[src/rtl/opoc_pkg.sv]
package opoc_pkg;

    // Tour geometry.
    localparam int TOUR_LENGTH = 8;
    localparam int POS_W       = (TOUR_LENGTH > 1) ? $clog2(TOUR_LENGTH) : 1;
    localparam int CITY_W      = 3;

    localparam logic [POS_W-1:0] LAST_POS  = POS_W'(TOUR_LENGTH - 1);
    localparam logic [POS_W-1:0] FIRST_POS = '0;

    // One input transaction: one position of both parents.
    typedef struct packed {
        logic [CITY_W-1:0] parent1_city;
        logic [CITY_W-1:0] parent2_city;
        logic [CITY_W-1:0] cut_point;
    } t_in_item;

    // One output transaction: one position of the child.
    typedef struct packed {
        logic [CITY_W-1:0] child_city;
        logic              slot_filled;
        logic              last_city;
    } t_out_item;

    // Sequencer states.
    typedef enum logic [1:0] {
        ST_LOAD,
        ST_PLACE,
        ST_EMIT
    } t_state;

    // A cut past the end of the tour saturates to the last position.
    function automatic logic [POS_W-1:0] sat_cut(input logic [CITY_W-1:0] cut);
        logic [POS_W-1:0] res;
        if (int'(cut) > TOUR_LENGTH - 1) begin
            res = LAST_POS;
        end else begin
            res = POS_W'(int'(cut));
        end
        return res;
    endfunction

    // Step a position forward, wrapping at the end of the tour.
    function automatic logic [POS_W-1:0] next_pos(input logic [POS_W-1:0] pos);
        logic [POS_W-1:0] res;
        if (pos == LAST_POS) begin
            res = FIRST_POS;
        end else begin
            res = pos + POS_W'(1);
        end
        return res;
    endfunction

endpackage

[src/rtl/one_point_order_crossover_core.sv]
// One-point order crossover for tours of opoc_pkg::TOUR_LENGTH cities. A tour
// set arrives as TOUR_LENGTH input transactions, one position of both parents
// each, one per cycle; the cut point is taken from the first transaction of
// the set and saturates to the last position. After the last position is
// loaded the block places parent 2 cities: one shared compare unit tests
// one parent 2 city per cycle against all filled child positions at once.
// It then delivers TOUR_LENGTH output transactions, one per cycle when the
// sink is ready, the last one flagged by last_city. The placement scan and
// the emit pass bound the throughput, since no new set is loaded until the
// previous one has been placed and emitted. The input side is not ready
// during placement and emission; a new set may start loading while the
// final child transaction still waits.
module one_point_order_crossover_core (
    input  logic                i_clk,
    input  logic                i_rst_n,
    input  logic                i_valid,
    output logic                o_ready,
    input  opoc_pkg::t_in_item  i_data,
    output logic                o_valid,
    input  logic                i_ready,
    output opoc_pkg::t_out_item o_data
);
    import opoc_pkg::*;

    // Sequencer and position registers.
    t_state                  r_state, n_state;
    logic [POS_W-1:0]        r_load_pos;
    logic [POS_W-1:0]        r_cut;
    logic [POS_W-1:0]        r_place_pos;
    logic [POS_W-1:0]        r_scan_pos;
    logic [POS_W-1:0]        r_emit_pos;
    logic [TOUR_LENGTH-1:0]  r_filled;

    // Child and parent 2 storage, no reset needed.
    logic [CITY_W-1:0]       r_child  [TOUR_LENGTH];
    logic [CITY_W-1:0]       r_parent2[TOUR_LENGTH];

    // Output register.
    logic                    r_out_valid;
    t_out_item               r_out;

    logic                    in_fire;
    logic                    place_en;
    logic                    emit_en;
    logic [POS_W-1:0]        eff_cut;
    logic [CITY_W-1:0]       scan_city;
    logic                    city_present;

    assign in_fire = i_valid && o_ready;
    assign eff_cut = (r_load_pos == FIRST_POS) ? sat_cut(i_data.cut_point) : r_cut;

    // Shared membership compare against every filled child position.
    assign scan_city = r_parent2[r_scan_pos];
    always_comb begin
        city_present = 1'b0;
        for (int j = 0; j < TOUR_LENGTH; j++) begin
            if (r_filled[j] && (r_child[j] == scan_city)) begin
                city_present = 1'b1;
            end
        end
    end

    // Next state.
    always_comb begin
        n_state = r_state;
        unique case (r_state)
            ST_LOAD: begin
                if (in_fire && (r_load_pos == LAST_POS)) begin
                    n_state = ST_PLACE;
                end
            end
            ST_PLACE: begin
                if (r_scan_pos == LAST_POS) begin
                    n_state = ST_EMIT;
                end
            end
            ST_EMIT: begin
                if (emit_en && (r_emit_pos == LAST_POS)) begin
                    n_state = ST_LOAD;
                end
            end
            default: begin
                n_state = ST_LOAD;
            end
        endcase
    end

    // State outputs.
    always_comb begin
        o_ready  = 1'b0;
        place_en = 1'b0;
        emit_en  = 1'b0;
        unique case (r_state)
            ST_LOAD: begin
                o_ready = 1'b1;
            end
            ST_PLACE: begin
                place_en = 1'b1;
            end
            ST_EMIT: begin
                emit_en = !r_out_valid || i_ready;
            end
            default: begin
                o_ready = 1'b0;
            end
        endcase
    end

    // Control registers.
    always_ff @(posedge i_clk) begin
        if (!i_rst_n) begin
            r_state     <= ST_LOAD;
            r_load_pos  <= FIRST_POS;
            r_cut       <= FIRST_POS;
            r_place_pos <= FIRST_POS;
            r_scan_pos  <= FIRST_POS;
            r_emit_pos  <= FIRST_POS;
            r_filled    <= '0;
            r_out_valid <= 1'b0;
        end else begin
            r_state <= n_state;

            // Loading one position per transaction.
            if (in_fire) begin
                r_cut      <= eff_cut;
                r_load_pos <= next_pos(r_load_pos);
                if (r_load_pos == FIRST_POS) begin
                    r_filled <= TOUR_LENGTH'(1);
                end else if (r_load_pos <= eff_cut) begin
                    r_filled[r_load_pos] <= 1'b1;
                end
                if (r_load_pos == LAST_POS) begin
                    r_place_pos <= next_pos(r_cut);
                    r_scan_pos  <= FIRST_POS;
                end
            end

            // Placement scan over parent 2.
            if (place_en) begin
                r_scan_pos <= next_pos(r_scan_pos);
                if (!city_present) begin
                    r_filled[r_place_pos] <= 1'b1;
                    r_place_pos           <= next_pos(r_place_pos);
                end
                if (r_scan_pos == LAST_POS) begin
                    r_emit_pos <= FIRST_POS;
                end
            end

            // Emit pass.
            if (emit_en) begin
                r_emit_pos <= next_pos(r_emit_pos);
            end
            if (emit_en) begin
                r_out_valid <= 1'b1;
            end else if (i_ready) begin
                r_out_valid <= 1'b0;
            end
        end
    end

    // Storage and output payload.
    always_ff @(posedge i_clk) begin
        if (in_fire) begin
            r_parent2[r_load_pos] <= i_data.parent2_city;
            if (r_load_pos <= eff_cut) begin
                r_child[r_load_pos] <= i_data.parent1_city;
            end else begin
                r_child[r_load_pos] <= '0;
            end
        end else if (place_en && !city_present) begin
            r_child[r_place_pos] <= scan_city;
        end
        if (emit_en) begin
            r_out.child_city  <= r_filled[r_emit_pos] ? r_child[r_emit_pos] : '0;
            r_out.slot_filled <= r_filled[r_emit_pos];
            r_out.last_city   <= (r_emit_pos == LAST_POS);
        end
    end

    assign o_valid = r_out_valid;
    assign o_data  = r_out;

    // The last loaded position starts the placement scan.
    a_load_to_place: assert property (@(posedge i_clk) disable iff (!i_rst_n)
        (in_fire && (r_load_pos == LAST_POS)) |=> (r_state == ST_PLACE))
        else $error("placement did not start after the last position");

    // No transaction is taken while placing or emitting.
    a_busy_not_ready: assert property (@(posedge i_clk) disable iff (!i_rst_n)
        ((r_state == ST_PLACE) || (r_state == ST_EMIT)) |-> !o_ready)
        else $error("input ready while the child is being built");

    // A finished scan starts emission at the first position.
    a_place_to_emit: assert property (@(posedge i_clk) disable iff (!i_rst_n)
        ((r_state == ST_PLACE) && (r_scan_pos == LAST_POS))
        |=> ((r_state == ST_EMIT) && (r_emit_pos == FIRST_POS)))
        else $error("emission did not start at the first position");

    // Leaving the emit pass loads the final position into the output register.
    a_emit_last: assert property (@(posedge i_clk) disable iff (!i_rst_n)
        ((r_state == ST_EMIT) && emit_en && (r_emit_pos == LAST_POS))
        |=> (o_valid && o_data.last_city && (r_state == ST_LOAD)))
        else $error("final child transaction not flagged");

endmodule

[config.mk]
export PLATFORM = sky130hd
export DESIGN_NAME = one_point_order_crossover_core
export DESIGN_NICKNAME = d
export VERILOG_FILES = /design/src/rtl/opoc_pkg.sv /design/src/rtl/one_point_order_crossover_core.sv
export SDC_FILE = /design/constraint.sdc
export NUM_CORES = 1
export LEC_CHECK = 0
export BUFFER_PORTS_ARGS = -buffer_cell sky130_fd_sc_hd__buf_2
export CORE_ASPECT_RATIO = 0.9
export CORE_MARGIN = 2
export CORE_UTILIZATION = 60
export CTS_BUF_LIST = sky130_fd_sc_hd__clkbuf_8
export DETAILED_ROUTE_END_ITERATION = 16
export PLACE_DENSITY = 0.76
export SYNTH_ARGS = -nofsm -noshare
export SYNTH_HDL_FRONTEND = slang
export SYNTH_SLANG_ARGS = --single-unit
[constraint.sdc]
create_clock -name i_clk -period 3.5 [get_ports i_clk]
set_input_delay 0.7 -clock i_clk [delete_from_list [all_inputs] [get_ports i_clk]]
set_output_delay 0.7 -clock i_clk [all_outputs]
set_load 0.005 [all_outputs]
==> Word level (Yosys, flattened, before mapping) <==
Memory sizes are Yosys's and may differ from the RTL's. A register that Yosys moved wholly into a read port is not among the register bits.
Index checks and enable logic that the tools add are counted.
{ "word_totals": {"register_bits": 28, "ram_bits": 48, "out_inout_bits": 7, "memories": 2} }
{ "mem_list": {"columns": ["memory", "depth", "width", "rd", "rd_clocked_by_memory_dff", "write_ports", "line_no", "text"], "rows": [
  ["r_child", 8, 3, 9, 1, 1, "one_point_order_crossover_core.sv:35", "logic [CITY_W-1:0] r_child [TOUR_LENGTH];"],
  ["r_parent2", 8, 3, 1, 1, 1, "one_point_order_crossover_core.sv:36", "logic [CITY_W-1:0] r_parent2[TOUR_LENGTH];"]
]} }
{ "classes": {"reduce_logical": 29, "add_sub_neg": 5, "bitwise_logic": 3, "muxes": 62, "magnitude_cmp": 6, "eq_ne": 18} }
{ "op_table": {"columns": ["operator", "count"], "rows": [
  ["3-bit two-way mux", 21],
  ["8-bit two-way mux", 6],
  ["1-bit two-way mux", 28],
  ["3-bit equality test", 8],
  ["8-bit bitwise OR", 2],
  ["3-bit by 1-bit adder with 3-bit output (second input constant)", 5],
  ["3-bit equality test (second input constant)", 5],
  ["1-bit logical AND", 14],
  ["3-bit by 4-bit < comparator with 1-bit output (second input constant)", 3],
  ["2-bit nonzero test", 5],
  ["1-bit demux with 3-bit select", 2],
  ["3-bit by 1-bit greater-or-equal comparator with 1-bit output (second input constant)", 2],
  ["2-bit two-way mux", 3],
  ["2-bit inequality test (second input constant)", 3],
  ["2-bit case mux with 3 select lines", 1],
  ["2-bit AND reduction", 2],
  ["1-bit binary-select mux with 3-bit select", 1],
  ["3-bit <= comparator", 1],
  ["1-bit zero test", 3],
  ["3-bit zero test", 1],
  ["3-bit AND reduction", 1],
  ["3-bit OR reduction", 1],
  ["2-bit by 1-bit equality test with 1-bit output (second input constant)", 1],
  ["2-bit equality test (second input constant)", 1],
  ["other kinds (3)", 3]
]} }

==> Longest topological paths before layout <==
{ "depth": {"depth_word": 17, "depth_mapped": 12, "mapped_depth_nobuf": 11} }

==> Worst setup path after synthesis <==
OpenSTA, ideal clock, no wires.
{ "synth_path": {"kind": "register to register", "startpoint": "register with a tool-made name", "endpoint": "memory r_child[3][0] (enable)", "setup_ns": 0.360, "setup_slack_ns": 0.283, "period_less_slack_ns": 3.217, "stages_incl_launch_ff": 10, "t_arrival_ns": 2.857, "t_required_ns": 3.140, "cell_sequence": "dfxtp_1 buf_4 mux4_2 mux2i_4 xor2_1 a41o_1 or4_1 buf_2 buf_6 o32ai_1"} }
{ "synth_lines": {"columns": ["item", "line_no"], "rows": [
  ["to (decl)", "one_point_order_crossover_core.sv:35"]
]} }

==> flow_summary.ini <==
[timing]
relSlewSlack_pct = 48.0
post-route-period-util_pct = 94.8
setup_violations = 0
layout_min_cycle_time_ns = 3.32
fmaxAchievable_mhz = 301
fin_skew_ns = 0.0123
tns_ns = 0
setup_ws_ns = 0.182
rsz0062_at_grt = false
tightestPinTransition_ns = 0.778
hold_violations = 0
hold_ws_ns = 0.494
drv_slew = 0

[power_and_ir_drop]
power.total_mw = 2.04
cellLeakagePower_nw = 1.64
ir_drop_mv = 0.293
powerDensity_nw_per_um2 = 447

[placement]
dpl_worst_slack_ns = 0.0708
numPortBuffers = 19
routabilityCongestion = 0.909
dp_hpwl_um = 6380

[die]
boundaryPins = 20
num_rows = 28
start_util_pct = 61.8
die_height_um = 82.1
die_w_um = 90.8
dieArea_um2 = 7460
core_area_um2 = 6590

[grt]
grt_first_pass_wirelength_um = 14000
grtUsageTotal_pct = 25.0
antenna_found_initial = 0
grt_max_degree = 27
grt_pass1_vias = 2686
grt_overflow = 0

[synthesis]
synth_xor_area_share_pct = 4.09
synth_flop_cell = edfxtp_1
yosysWarnings = 0
synthCells = 328
yosysMostFrequentCell = edfxtp_1
synthTopCellsByCount = edfxtp_1, nand2_1, dfxtp_1
synth-simple-area-share_pct = 11.6
synthDistinctLibCells = 49
synth_top_family_by_area = multiplexers
netlist_area_um2 = 4070
synth_compound_area_share_pct = 11.6
synth_area_leaders = edfxtp_1, dfxtp_1, mux4_2
synth_top_cell_area_share_pct = 39.1
synth.avg_cell_area_um2 = 12.4
ys_seq_area_share_pct = 53.4
synth_mux_area_share_pct = 12.4
yosys.area.top_type = edfxtp_1
synth-seq-cells = 82
synth_adder_area_share_pct = 4.00
synthArstFlopShare_pct = 0
synth_edf_count = 53
syn_nets = 354

[detailed_routing]
final_antenna_net_count = 0
dr.pass1.iters = 5
drc = 0
vias_per_cell = 6.16
wl_per_cell_um = 19.5
num_vias = 2780
drt_iter0_markers = 244
wl_um = 8800

[setup_path]
critical_path_class = flop to flop
cp-end-kind = flop
max_stage_delay_ns = 0.56
path_common_cell = buf_4
cpMaxStageDelayCell = dfxtp_1
critical_path.max_fanout = 10
startpoint_type = flop
crit_chain = buf_4 -> mux2i_1 -> a22oi_1 -> buf_4 -> and3_1 -> o2111ai_1 -> nand4_1 -> or4_1 -> buf_4 -> o32ai_1 -> buf_4
cp_data_required_time_ns = 3.58
cp.arrival_ns = 3.40

[cts]
numCtsBuffers = 9
cts_tree = yes
clkSlewWorstSetupHoldPaths_ns = 0.10
cts_htree_levels = 3
cts_setup_buffers = 0
cts_buffer_depth = 2
cts-root-buf = clkbuf_8
clkSinkCount = 82
clk_latency_ns = 0.36

[final_layout]
seq_area_um2 = 2170
nNetsFinal = 382
multi_input_comb_area_um2 = 1790
fin_util_pct = 69.4
num_antenna_cells = 0
syn2layout_area_growth_pct = 12.4
drive_gt1_share_pct = 21.9
nFillCells = 493

[run]
maxCapViolations = 0

[worst_hold_path]
hp-class = flop to flop

[status]
status = finished, final reports clean
==> worst paths after layout <==
kind / from / slack [ns] / depth (start not counted) / to
worst max-delay path: flop / 0.18 / 11 / r_child[3][0]$_DFFE_PP_
worst min-delay path: r_cut[2]$_SDFFE_PN0P_ / 0.49 / 2 / r_cut[2]$_SDFFE_PN0P_
worst max register to register: flop / 0.18 / 11 / r_child[3][0]$_DFFE_PP_
worst min register to register: r_cut[2]$_SDFFE_PN0P_ / 0.49 / 2 / r_cut[2]$_SDFFE_PN0P_
==> critical path, delay by kind of cell, from the launching register on <==
kind | cells | cell delay [ns]
buffers and inverters | 4 | 0.78
AO/OA/AOI/OAI | 3 | 0.72
multiplexers | 1 | 0.18
flip-flops | 1 | 0.56
AND/OR/NAND/NOR | 3 | 0.80
==> cell families (layout without fill, tap and decap cells) <==
| group | after synthesis | after routing |
|---|---|---|
| simple gates | 96 | 96 |
| flops | 82 | 82 |
| compound gates | 62 | 62 |
| mux | 32 | 32 |
| buf+inv | 24 | 57 |
| xor+xnor | 19 | 19 |
| fa+ha+maj | 13 | 13 |
==> power breakdown <==
group | leakage [nW] | internal (mW) | switching [mW]
sequential | 0.717 | 1.05 | 0.0144
combinational | 0.809 | 0.0717 | 0.0988
clock | 0.114 | 0.417 | 0.390
==> layout make-up <==
class,instances,share of cell area (%)
Clock buffer,9,2.71
Clock inverter,7,2.35
Inverter,6,0.492
Multi-Input combinational cell,222,39.2
Sequential cell,82,47.5
Tap cell,90,2.46
Timing Repair Buffer,35,5.25
==> flip-flops by register name (all words and copies together) (netlist names), named ones only <==
register     flops
r_emit_pos       3
r_scan_pos       3
r_filled         8
r_state          2
r_cut            3
o_valid          1
o_data           5
r_place_pos      3
r_load_pos       3
r_parent2       24
r_child         24
==> stage by stage <==
stage          cells  cell area, µm²
6_report         451            4570
5_1_grt          451            4570
4_1_cts          451            4560
3_5_place_dp     435            4330
3_3_place_gp     435            4330
2_1_floorplan    328            4070
==> cells in the final DEF, fill, tap and decap left out, types with 5 or more instances in the layout <==
master    instances
edfxtp_1         53
nand2_1          33
dfxtp_1          28
nor2_1           20
buf_2            19
xor2_1           15
a21oi_1          14
buf_4            14
mux2i_1          13
ha_1             13
mux4_2           12
nor2b_1          11
o32ai_1          10
clkbuf_8          9
a21boi_0          8
nand2b_1          6
inv_1             6
nor3_1            6
nand3_1           6
a22oi_1           5
==> per-layer routing <==
layer / vias to the layer above / global-route usage (%) / share of wire, %
met4: 0 / 6.97 / 1.5
met5: - / 0 / 0
met3: 16 / 4.81 / 6.1
met2: 117 / 40.5 / 46
li1: 1300 / - / -
met1: 1347 / 35.3 / 46
==> repair_timing <==
| action | 4_1_cts | 5_1_grt |
|---|---|---|
| hold buffers | 0 | 0 |
| endpoints found under the setup margin | 0 | 27 |
| gates resized for setup | 0 | 3 |
Note: power is estimated with default switching activity, not from simulation.
